<file path="src/hdl/led_linear_fade_top_defines.svh">
// assertion macros shared by the led fade rtl
`ifndef LED_LINEAR_FADE_TOP_DEFINES_SVH
`define LED_LINEAR_FADE_TOP_DEFINES_SVH
// implication checked on every rising clock edge outside reset
`define LLF_ASSERT_IMP(label, clk, rst_n, a, c) \
    label: assert property (@(posedge clk) disable iff (!rst_n) (a) |-> (c)) \
        else $error("assertion failed");
// implication whose consequent is checked in the cycle after the antecedent
`define LLF_ASSERT_NEXT(label, clk, rst_n, a, c) \
    label: assert property (@(posedge clk) disable iff (!rst_n) (a) |=> (c)) \
        else $error("assertion failed");
`endif

</file>
<file path="src/hdl/llf_pkg.sv">
// shared types and constants for the led fade block
`timescale 1ns / 1ps
`default_nettype none
package llf_pkg;
    localparam int LED_NUM = 4;
    localparam int LIDX_W = (LED_NUM > 1) ? $clog2(LED_NUM) : 1;
    localparam logic [7:0] FULL_SCALE = 8'd255;

    typedef enum logic [1:0] {
        CMD_TICK = 2'd0,
        CMD_LOAD = 2'd1,
        CMD_STOP = 2'd2,
        CMD_NONE = 2'd3
    } cmd_t;

    localparam logic [0:0] REG_BRIGHTNESS = 1'b0;

    typedef logic [7:0] level_t;
    typedef level_t [LED_NUM-1:0] level_vec_t;

    // request from the sequencer to the lanes
    typedef struct packed {
        logic        go;
        logic        full;
        logic [15:0] elapsed;
        logic [15:0] duration;
        logic [7:0]  brightness;
    } lane_req_t;
endpackage
`default_nettype wire

</file>
<file path="src/hdl/led_linear_fade_top.sv">
// Linear LED crossfade with APB brightness register.
// Input channel in_valid/in_stall carries cmd, target_0..3, duration_ms:
// cmd tick advances an active fade one step, load starts a new fade from the
// current levels, stop ends the fade. Every transaction gives exactly one
// result on out_valid/out_stall: level_0..3 and step_done.
// A load or active tick inside the fade passes the issue register, the
// bit-serial divider in each lane, the scale step and the result register;
// one that ends the fade skips the divider, and other commands go straight
// to the result register. A new transaction is taken the cycle after the
// previous result has left, so transactions never overlap.
// The four lanes run in parallel, each with its own restoring divider.
// While the receiver stalls the result is held and input stays stalled.
// Reset clears levels and fade state; brightness returns to 255.
// Brightness (address 0) is to be written through APB only while idle;
// the block itself does not enforce this.
`timescale 1ns / 1ps
`default_nettype none
module led_linear_fade_top
    import llf_pkg::*;
(
    input  wire logic        clk,
    input  wire logic        rst_n,
    input  wire logic        psel,
    input  wire logic        penable,
    input  wire logic        pwrite,
    input  wire logic [0:0]  paddr,
    input  wire logic [31:0] pwdata,
    output logic [31:0]      prdata,
    output logic             pready,
    input  wire logic        in_valid,
    output logic             in_stall,
    input  wire logic [1:0]  cmd,
    input  wire logic [7:0]  target_0,
    input  wire logic [7:0]  target_1,
    input  wire logic [7:0]  target_2,
    input  wire logic [7:0]  target_3,
    input  wire logic [15:0] duration_ms,
    output logic             out_valid,
    input  wire logic        out_stall,
    output logic [7:0]       level_0,
    output logic [7:0]       level_1,
    output logic [7:0]       level_2,
    output logic [7:0]       level_3,
    output logic             step_done
);
    logic [7:0]  bright_reg;
    lane_req_t   req;
    level_vec_t  targets, start_q, target_q, lane_levels, levels;
    logic [LED_NUM-1:0] lane_done;

    assign pready = 1'b1;
    always_ff @(posedge clk or negedge rst_n)
    begin
        if (!rst_n)
            bright_reg <= FULL_SCALE;
        else if (psel && penable && pwrite && paddr == REG_BRIGHTNESS)
            bright_reg <= pwdata[7:0];
    end
    assign prdata = (paddr == REG_BRIGHTNESS) ? {24'd0, bright_reg} : 32'd0;

    assign targets = {target_3, target_2, target_1, target_0};

    llf_ctrl u_ctrl (
        .clk(clk), .rst_n(rst_n), .in_valid(in_valid), .in_stall(in_stall),
        .cmd(cmd), .targets(targets), .duration_ms(duration_ms),
        .brightness(bright_reg), .req(req), .start_q(start_q), .target_q(target_q),
        .lanes_done(&lane_done), .lane_levels(lane_levels), .out_valid(out_valid),
        .out_stall(out_stall), .levels(levels), .step_done(step_done)
    );

    for (genvar g = 0; g < LED_NUM; g++)
    begin : g_lane
        llf_lane u_lane (
            .clk(clk), .rst_n(rst_n), .req(req), .start_level(start_q[g]),
            .target_level(target_q[g]), .done(lane_done[g]), .level(lane_levels[g])
        );
    end

    assign level_0 = levels[0];
    assign level_1 = levels[1];
    assign level_2 = levels[2];
    assign level_3 = levels[3];
endmodule
`default_nettype wire

</file>
<file path="src/hdl/llf_lane.sv">
// one led lane: fraction divide then brightness scaling
`timescale 1ns / 1ps
`default_nettype none
`include "led_linear_fade_top_defines.svh"
module llf_lane
    import llf_pkg::*;
(
    input  wire logic      clk,
    input  wire logic      rst_n,
    input  wire lane_req_t req,
    input  wire level_t    start_level,
    input  wire level_t    target_level,
    output logic           done,
    output level_t         level
);
    typedef enum logic [1:0] {L_IDLE, L_DIV, L_SCALE} lstate_t;

    lstate_t     state_reg;
    logic [4:0]  cnt_reg;
    logic [23:0] num_reg;
    logic [15:0] quo_reg;
    logic [16:0] rem_reg;
    logic [15:0] den_reg;
    logic        neg_reg;
    level_t      start_reg;
    level_t      level_reg;
    logic        done_reg;

    logic [16:0] rem_sh;
    logic [8:0]  lvl;
    logic [15:0] prod;
    logic [16:0] prod_q;

    always_comb
    begin
        rem_sh = {rem_reg[15:0], num_reg[23]};
        lvl = neg_reg ? ({1'b0, start_reg} - {1'b0, quo_reg[7:0]})
                      : ({1'b0, start_reg} + {1'b0, quo_reg[7:0]});
        prod = lvl[7:0] * req.brightness;
        // divide by 255: (p + 1 + (p >> 8)) >> 8 is exact for 16-bit products
        prod_q = ({1'b0, prod} + 17'd1 + {9'd0, prod[15:8]}) >> 8;
    end

    always_ff @(posedge clk or negedge rst_n)
    begin
        if (!rst_n)
        begin
            state_reg <= L_IDLE;
            done_reg  <= 1'b0;
            cnt_reg   <= '0;
        end
        else
        begin
            done_reg <= state_reg == L_SCALE;
            case (state_reg)
                L_IDLE:
                begin
                    if (req.go)
                    begin
                        start_reg <= req.full ? target_level : start_level;
                        neg_reg   <= target_level < start_level;
                        num_reg   <= (target_level >= start_level
                            ? 8'(target_level - start_level)
                            : 8'(start_level - target_level)) * req.elapsed;
                        den_reg   <= req.duration;
                        rem_reg   <= '0;
                        quo_reg   <= '0;
                        cnt_reg   <= '0;
                        state_reg <= req.full ? L_SCALE : L_DIV;
                    end
                end
                L_DIV:
                begin
                    // one quotient bit per cycle
                    num_reg <= {num_reg[22:0], 1'b0};
                    if (rem_sh >= {1'b0, den_reg})
                    begin
                        rem_reg <= rem_sh - {1'b0, den_reg};
                        quo_reg <= {quo_reg[14:0], 1'b1};
                    end
                    else
                    begin
                        rem_reg <= rem_sh;
                        quo_reg <= {quo_reg[14:0], 1'b0};
                    end
                    cnt_reg <= cnt_reg + 5'd1;
                    if (cnt_reg == 5'd23)
                        state_reg <= L_SCALE;
                end
                L_SCALE:
                begin
                    level_reg <= prod_q[7:0];
                    state_reg <= L_IDLE;
                end
                default: state_reg <= L_IDLE;
            endcase
        end
    end

    assign done  = done_reg;
    assign level = level_reg;

    `LLF_ASSERT_NEXT(a_go_leaves_idle, clk, rst_n, req.go && state_reg == L_IDLE,
        state_reg != L_IDLE)
    `LLF_ASSERT_IMP(a_div_count, clk, rst_n, state_reg == L_DIV, cnt_reg <= 5'd23)
    `LLF_ASSERT_NEXT(a_scale_done, clk, rst_n, state_reg == L_SCALE, done_reg)
endmodule
`default_nettype wire

</file>
<file path="src/hdl/llf_ctrl.sv">
// fade sequencer: command decode, fade state and result register
`timescale 1ns / 1ps
`default_nettype none
`include "led_linear_fade_top_defines.svh"
module llf_ctrl
    import llf_pkg::*;
(
    input  wire logic       clk,
    input  wire logic       rst_n,
    input  wire logic       in_valid,
    output logic            in_stall,
    input  wire logic [1:0] cmd,
    input  wire level_vec_t targets,
    input  wire logic [15:0] duration_ms,
    input  wire logic [7:0] brightness,
    output lane_req_t       req,
    output level_vec_t      start_q,
    output level_vec_t      target_q,
    input  wire logic       lanes_done,
    input  wire level_vec_t lane_levels,
    output logic            out_valid,
    input  wire logic       out_stall,
    output level_vec_t      levels,
    output logic            step_done
);
    typedef enum logic [1:0] {S_IDLE, S_RUN, S_OUT} state_t;

    state_t      state_reg;
    level_vec_t  start_reg, target_reg, out_reg;
    logic [15:0] elapsed_reg, dur_reg;
    logic        active_reg, done_reg, go_reg, full_reg;
    logic        accept;
    logic        go_next;
    logic [15:0] el_next;

    assign accept   = in_valid && !in_stall;
    assign in_stall = state_reg != S_IDLE;
    assign el_next  = (elapsed_reg < dur_reg) ? elapsed_reg + 16'd1 : elapsed_reg;
    assign go_next  = accept && (cmd_t'(cmd) == CMD_LOAD
                                 || (cmd_t'(cmd) == CMD_TICK && active_reg));

    always_ff @(posedge clk or negedge rst_n)
    begin
        if (!rst_n)
        begin
            state_reg   <= S_IDLE;
            start_reg   <= '0;
            target_reg  <= '0;
            out_reg     <= '0;
            elapsed_reg <= '0;
            dur_reg     <= '0;
            active_reg  <= 1'b0;
            done_reg    <= 1'b0;
            go_reg      <= 1'b0;
            full_reg    <= 1'b0;
        end
        else
        begin
            go_reg <= go_next;
            case (state_reg)
                S_IDLE:
                begin
                    if (accept)
                    begin
                        case (cmd_t'(cmd))
                            CMD_LOAD:
                            begin
                                start_reg   <= out_reg;
                                target_reg  <= targets;
                                dur_reg     <= duration_ms;
                                elapsed_reg <= '0;
                                full_reg    <= duration_ms == 16'd0;
                                active_reg  <= duration_ms != 16'd0;
                                done_reg    <= duration_ms == 16'd0;
                                state_reg   <= S_RUN;
                            end
                            CMD_TICK:
                            begin
                                if (active_reg)
                                begin
                                    elapsed_reg <= el_next;
                                    full_reg    <= el_next >= dur_reg;
                                    active_reg  <= el_next < dur_reg;
                                    done_reg    <= el_next >= dur_reg;
                                    state_reg   <= S_RUN;
                                end
                                else
                                begin
                                    done_reg  <= 1'b0;
                                    state_reg <= S_OUT;
                                end
                            end
                            CMD_STOP:
                            begin
                                active_reg <= 1'b0;
                                done_reg   <= 1'b0;
                                state_reg  <= S_OUT;
                            end
                            default:
                            begin
                                done_reg  <= 1'b0;
                                state_reg <= S_OUT;
                            end
                        endcase
                    end
                end
                S_RUN:
                begin
                    if (lanes_done)
                    begin
                        out_reg   <= lane_levels;
                        state_reg <= S_OUT;
                    end
                end
                S_OUT:
                begin
                    if (!out_stall)
                        state_reg <= S_IDLE;
                end
                default: state_reg <= S_IDLE;
            endcase
        end
    end

    always_comb
    begin
        req.go         = go_reg;
        req.full       = full_reg;
        req.elapsed    = elapsed_reg;
        req.duration   = dur_reg;
        req.brightness = brightness;
    end

    assign start_q   = start_reg;
    assign target_q  = target_reg;
    assign out_valid = state_reg == S_OUT;
    assign levels    = out_reg;
    assign step_done = done_reg;

    `LLF_ASSERT_IMP(a_no_accept_busy, clk, rst_n, state_reg != S_IDLE, !accept)
    `LLF_ASSERT_IMP(a_elapsed_bound, clk, rst_n, 1'b1, elapsed_reg <= dur_reg)
    `LLF_ASSERT_NEXT(a_hold_output, clk, rst_n, out_valid && out_stall,
        out_valid && $stable(out_reg))
endmodule
`default_nettype wire

</file>
<file path="config.mk">
export PLATFORM = sky130hd
export DESIGN_NAME = led_linear_fade_top
export DESIGN_NICKNAME = d
export VERILOG_FILES = /design/src/hdl/llf_pkg.sv /design/src/hdl/led_linear_fade_top.sv /design/src/hdl/llf_lane.sv /design/src/hdl/llf_ctrl.sv
export VERILOG_INCLUDE_DIRS = /design/src /design/src/hdl
export SDC_FILE = /design/constraint.sdc
export NUM_CORES = 2
export LEC_CHECK = 0
export ABC_AREA = 1
export BUFFER_PORTS_ARGS = -buffer_cell sky130_fd_sc_hd__buf_2
export CORE_ASPECT_RATIO = 0.8
export CORE_UTILIZATION = 55
export CTS_CLUSTER_SIZE = 24
export DETAILED_ROUTE_END_ITERATION = 16
export HOLD_SLACK_MARGIN = 0.1
export PLACE_DENSITY = 0.72
export SYNTH_ARGS = -nofsm -noshare
export SYNTH_HDL_FRONTEND = slang
export SYNTH_HIERARCHICAL = 1
export SYNTH_SLANG_ARGS = --single-unit
</file>
<file path="constraint.sdc">
create_clock -name clk -period 7.6 [get_ports clk]
set_input_delay 1.14 -clock clk [delete_from_list [all_inputs] [get_ports clk]]
set_output_delay 1.14 -clock clk [all_outputs]
set_load 0.03 [all_outputs]
</file>
==> impl_metrics.json <==
{
  "status": "finished, final reports clean",
  "viasPerCell": 5.429,
  "post-place-ws_ps": -36.50,
  "syn_inst": 7160,
  "regArea_sq_um": 14090,
  "slew_headroom": 0.1847,
  "synth_compound_area_frac": 0.07365,
  "slew_viol_final": 0,
  "cp.arrival_ps": 7610,
  "synth_top_family_by_area": "adder cells",
  "fmax_mhz": 139.1,
  "cts.sinks": 498,
  "worst_clock_skew_ps": 57.56,
  "ys_ff_latch": 498,
  "synth-adder-area-share": 0.2957,
  "initial_core_util": 0.5571,
  "drc": 0,
  "wire_per_inst_microns": 17.16,
  "final_layout_size_suffix_gt1_frac": 0.07730,
  "worst_setup_path_start_kind": "flip-flop",
  "synth_area_per_cell_sq_um": 7.856,
  "synth-warning-count": 6,
  "final_antenna_net_count": 0,
  "root_buffer": "clkbuf_16",
  "async_flop_share": 0.3494,
  "yosys.area.top_type": "fa_1",
  "post-route-min-period_ps": 7187,
  "io_pins": 158,
  "r2r_slack_ps": 410,
  "dpl.hpwl_microns": 117200,
  "final_util": 0.5989,
  "drv_cap": 0,
  "worstHoldPathCells": 1,
  "min_to": "u_ctrl/levels[10]",
  "synthTopCellsByCount": "nand2_1, inv_1, nor2_1",
  "syn_to_final_growth_pct": 7.512,
  "hold_class": "reg -> reg",
  "largest_reg_flops": 96,
  "yosys.area_share.xor_xnor": 0.03330,
  "port_buffers": 108,
  "clockBufferDepth": 3,
  "setup.worst_path.end_class": "flip-flop",
  "grt.overflow.total": 0,
  "synth_edf_count": 324,
  "rr_startpoint": "g_lane[1].u_lane/quo_reg[0]",
  "synth-simple-area-share": 0.2326,
  "ys_seq_area_frac": 0.2506,
  "worstMarginPinSlew_ps": 1223,
  "path_buf_inv": 3,
  "die_w_microns": 359.6,
  "cts_buffers": 56,
  "vdd_drop_max_mv": 0.4516,
  "hold_viol": 0,
  "antenna_found_initial": 7,
  "grt_max_degree": 78,
  "leakage_nw": 30.35,
  "first_global_vias": 45942,
  "cts_tree": "yes",
  "hold_start": "g_lane[1].u_lane/level[2]",
  "cpPeakStageDelay_ps": 560,
  "final.setup.tns_ps": 0,
  "rr_worst_depth": 37,
  "clkTransAtPathRegs_ps": 70,
  "crit_slowest_cell": "fa_1",
  "synth.distinct_cells": 68,
  "drtIter0Drc": 3897,
  "synth_flop_cell": "edfxtp_1",
  "syn_area_sq_um": 56250,
  "finalSetupViolCount": 0,
  "grt_pass1_wl_microns": 239900,
  "wl_microns": 148600,
  "fillers": 9124,
  "finalCritPeriodShare": 0.9456,
  "clk_latency_ps": 690,
  "yosysMostFrequentCell": "nand2_1",
  "powerDensity_nw_per_um2": 185.1,
  "synthTopCellsByArea": "fa_1, edfxtp_1, ha_1, nand2_1, inv_1",
  "htreeDepth": 2,
  "die_area_sq_um": 103600,
  "worstPathRequired_ps": 8020,
  "r2r-end": "g_lane[1].u_lane/level[7]",
  "crit_type": "reg -> reg",
  "vias": 47016,
  "antennaDiodeCount": 0,
  "dr.pass1.iters": 8,
  "crit_top_cell": "nand2_1",
  "fp-row-count": 104,
  "nets": 8409,
  "gr-usage-all-layers": 0.2895,
  "gp_congestion": 0.9587,
  "cp_top_family": "adder cells",
  "hold_buffers": 0,
  "yosysTopAreaCellShare": 0.1765,
  "synth.area.mux_share": 0.005806,
  "core_sq_um": 101000,
  "multi_input_area_sq_um": 36470,
  "cp_max_fo": 7,
  "finalWorstSetupSlack_ps": 413.4,
  "die_h_microns": 288.0
}
## worst register-to-register path: cells and delay by family, from the launching register on
kind            cells  cell delay (ps)
simple gates       16             1430
xor+xnor            3              640
flops               1              390
buf+inv             3              170
fa+ha+maj           8             3260
compound gates      7             1060
## power by group
| group | total (mW) | internal (mW) | switching (mW) |
|---|---|---|---|
| logic | 5.37 | 1.84 | 3.53 |
| clock network | 2.82 | 1.58 | 1.24 |
| registers | 3.01 | 2.96 | 0.0464 |
| total | 11.2 | 6.39 | 4.81 |
## area by class of cell
type | count | share of cell area
Tap cell | 1325 | 0.02741
Timing Repair Buffer | 183 | 0.01839
Multi-Input combinational cell | 5149 | 0.6030
Sequential cell | 498 | 0.2331
Clock buffer | 82 | 0.02654
Clock inverter | 24 | 0.004593
Inverter | 1399 | 0.08700
## per-stage QoR
step           hold slack (ps)  cells  instance area, sq um  power (mW)
2_1_floorplan            441.9   7183                 56340       7.067
6_report                 464.3   8660                 60480       11.19
3_5_place_dp             462.7   8546                 58290       8.251
4_1_cts                  473.0   8652                 60180       11.12
5_1_grt                  492.6   8660                 60480       12.09
3_3_place_gp             454.4   8546                 58290       8.167
## kinds of logic after synthesis
logic type      count (synthesis)
fa+ha+maj                    1032
buf+inv                      1536
simple gates                 3140
flops                         498
compound gates                716
other cells                     2
mux                            29
xor+xnor                      207
## cell usage in the layout, fill, tap and decap left out, drive strengths merged, types with 6 or more instances in the layout
| cell type | Yosys | final |
|---|---|---|
| nand2 | 1628 | 1628 |
| inv | 1398 | 1402 |
| nor2 | 983 | 983 |
| ha | 536 | 536 |
| fa | 496 | 496 |
| edfxtp | 324 | 324 |
| nand3 | 319 | 319 |
| o21ai | 289 | 289 |
| a21oi | 249 | 249 |
| buf | 95 | 182 |
| dfrtp | 166 | 166 |
| xor2 | 148 | 148 |
| nand4 | 88 | 88 |
| clkbuf | 42 | 83 |
| xnor2 | 59 | 59 |
| nor3 | 58 | 58 |
| a31oi | 40 | 40 |
| o21bai | 38 | 38 |
| or2 | 36 | 36 |
| mux2 | 29 | 29 |
| conb | 2 | 25 |
| a211oi | 23 | 23 |
| a21o | 22 | 22 |
| nor4 | 17 | 17 |
| clkinv | 1 | 16 |
| o221ai | 14 | 14 |
| a221oi | 11 | 11 |
| dfstp | 8 | 8 |
| and2 | 8 | 8 |
| o31ai | 7 | 7 |
| o21a | 6 | 6 |
## layer usage
metal / part of all wire / up-vias / GRT usage
li1: - / 22714 / -
met1: 0.46 / 22415 / 0.4184
met2: 0.43 / 1664 / 0.4444
met3: 0.089 / 215 / 0.05730
met4: 0.026 / 8 / 0.07585
met5: 0.00030 / - / 0
## worst max path at each step
stage / from / endpoint / slack [ps] / cells past startpoint
6_report: g_lane[1].u_lane/quo_reg[0] / g_lane[1].u_lane/level[7] / 410 / 37
5_1_grt: g_lane[1].u_lane/quo_reg[0] / g_lane[1].u_lane/level[1] / -50 / 39
4_1_cts: g_lane[0].u_lane/quo_reg[0] / g_lane[0].u_lane/level[1] / 60 / 39
3_5_place_dp: g_lane[0].u_lane/quo_reg[0] / g_lane[0].u_lane/level[1] / -40 / 36
3_3_place_gp: g_lane[0].u_lane/quo_reg[0] / g_lane[0].u_lane/level[7] / 140 / 36
2_1_floorplan: g_lane[0].u_lane/quo_reg[0] / g_lane[0].u_lane/level[7] / 740 / 39
## timing repair
action	4_1_cts	5_1_grt
resized for setup	1	55
setup endpoints to repair	4	32
setup buffers	0	8
pin swaps	0	11
No activity file was read; power rests on OpenSTA's default activity.
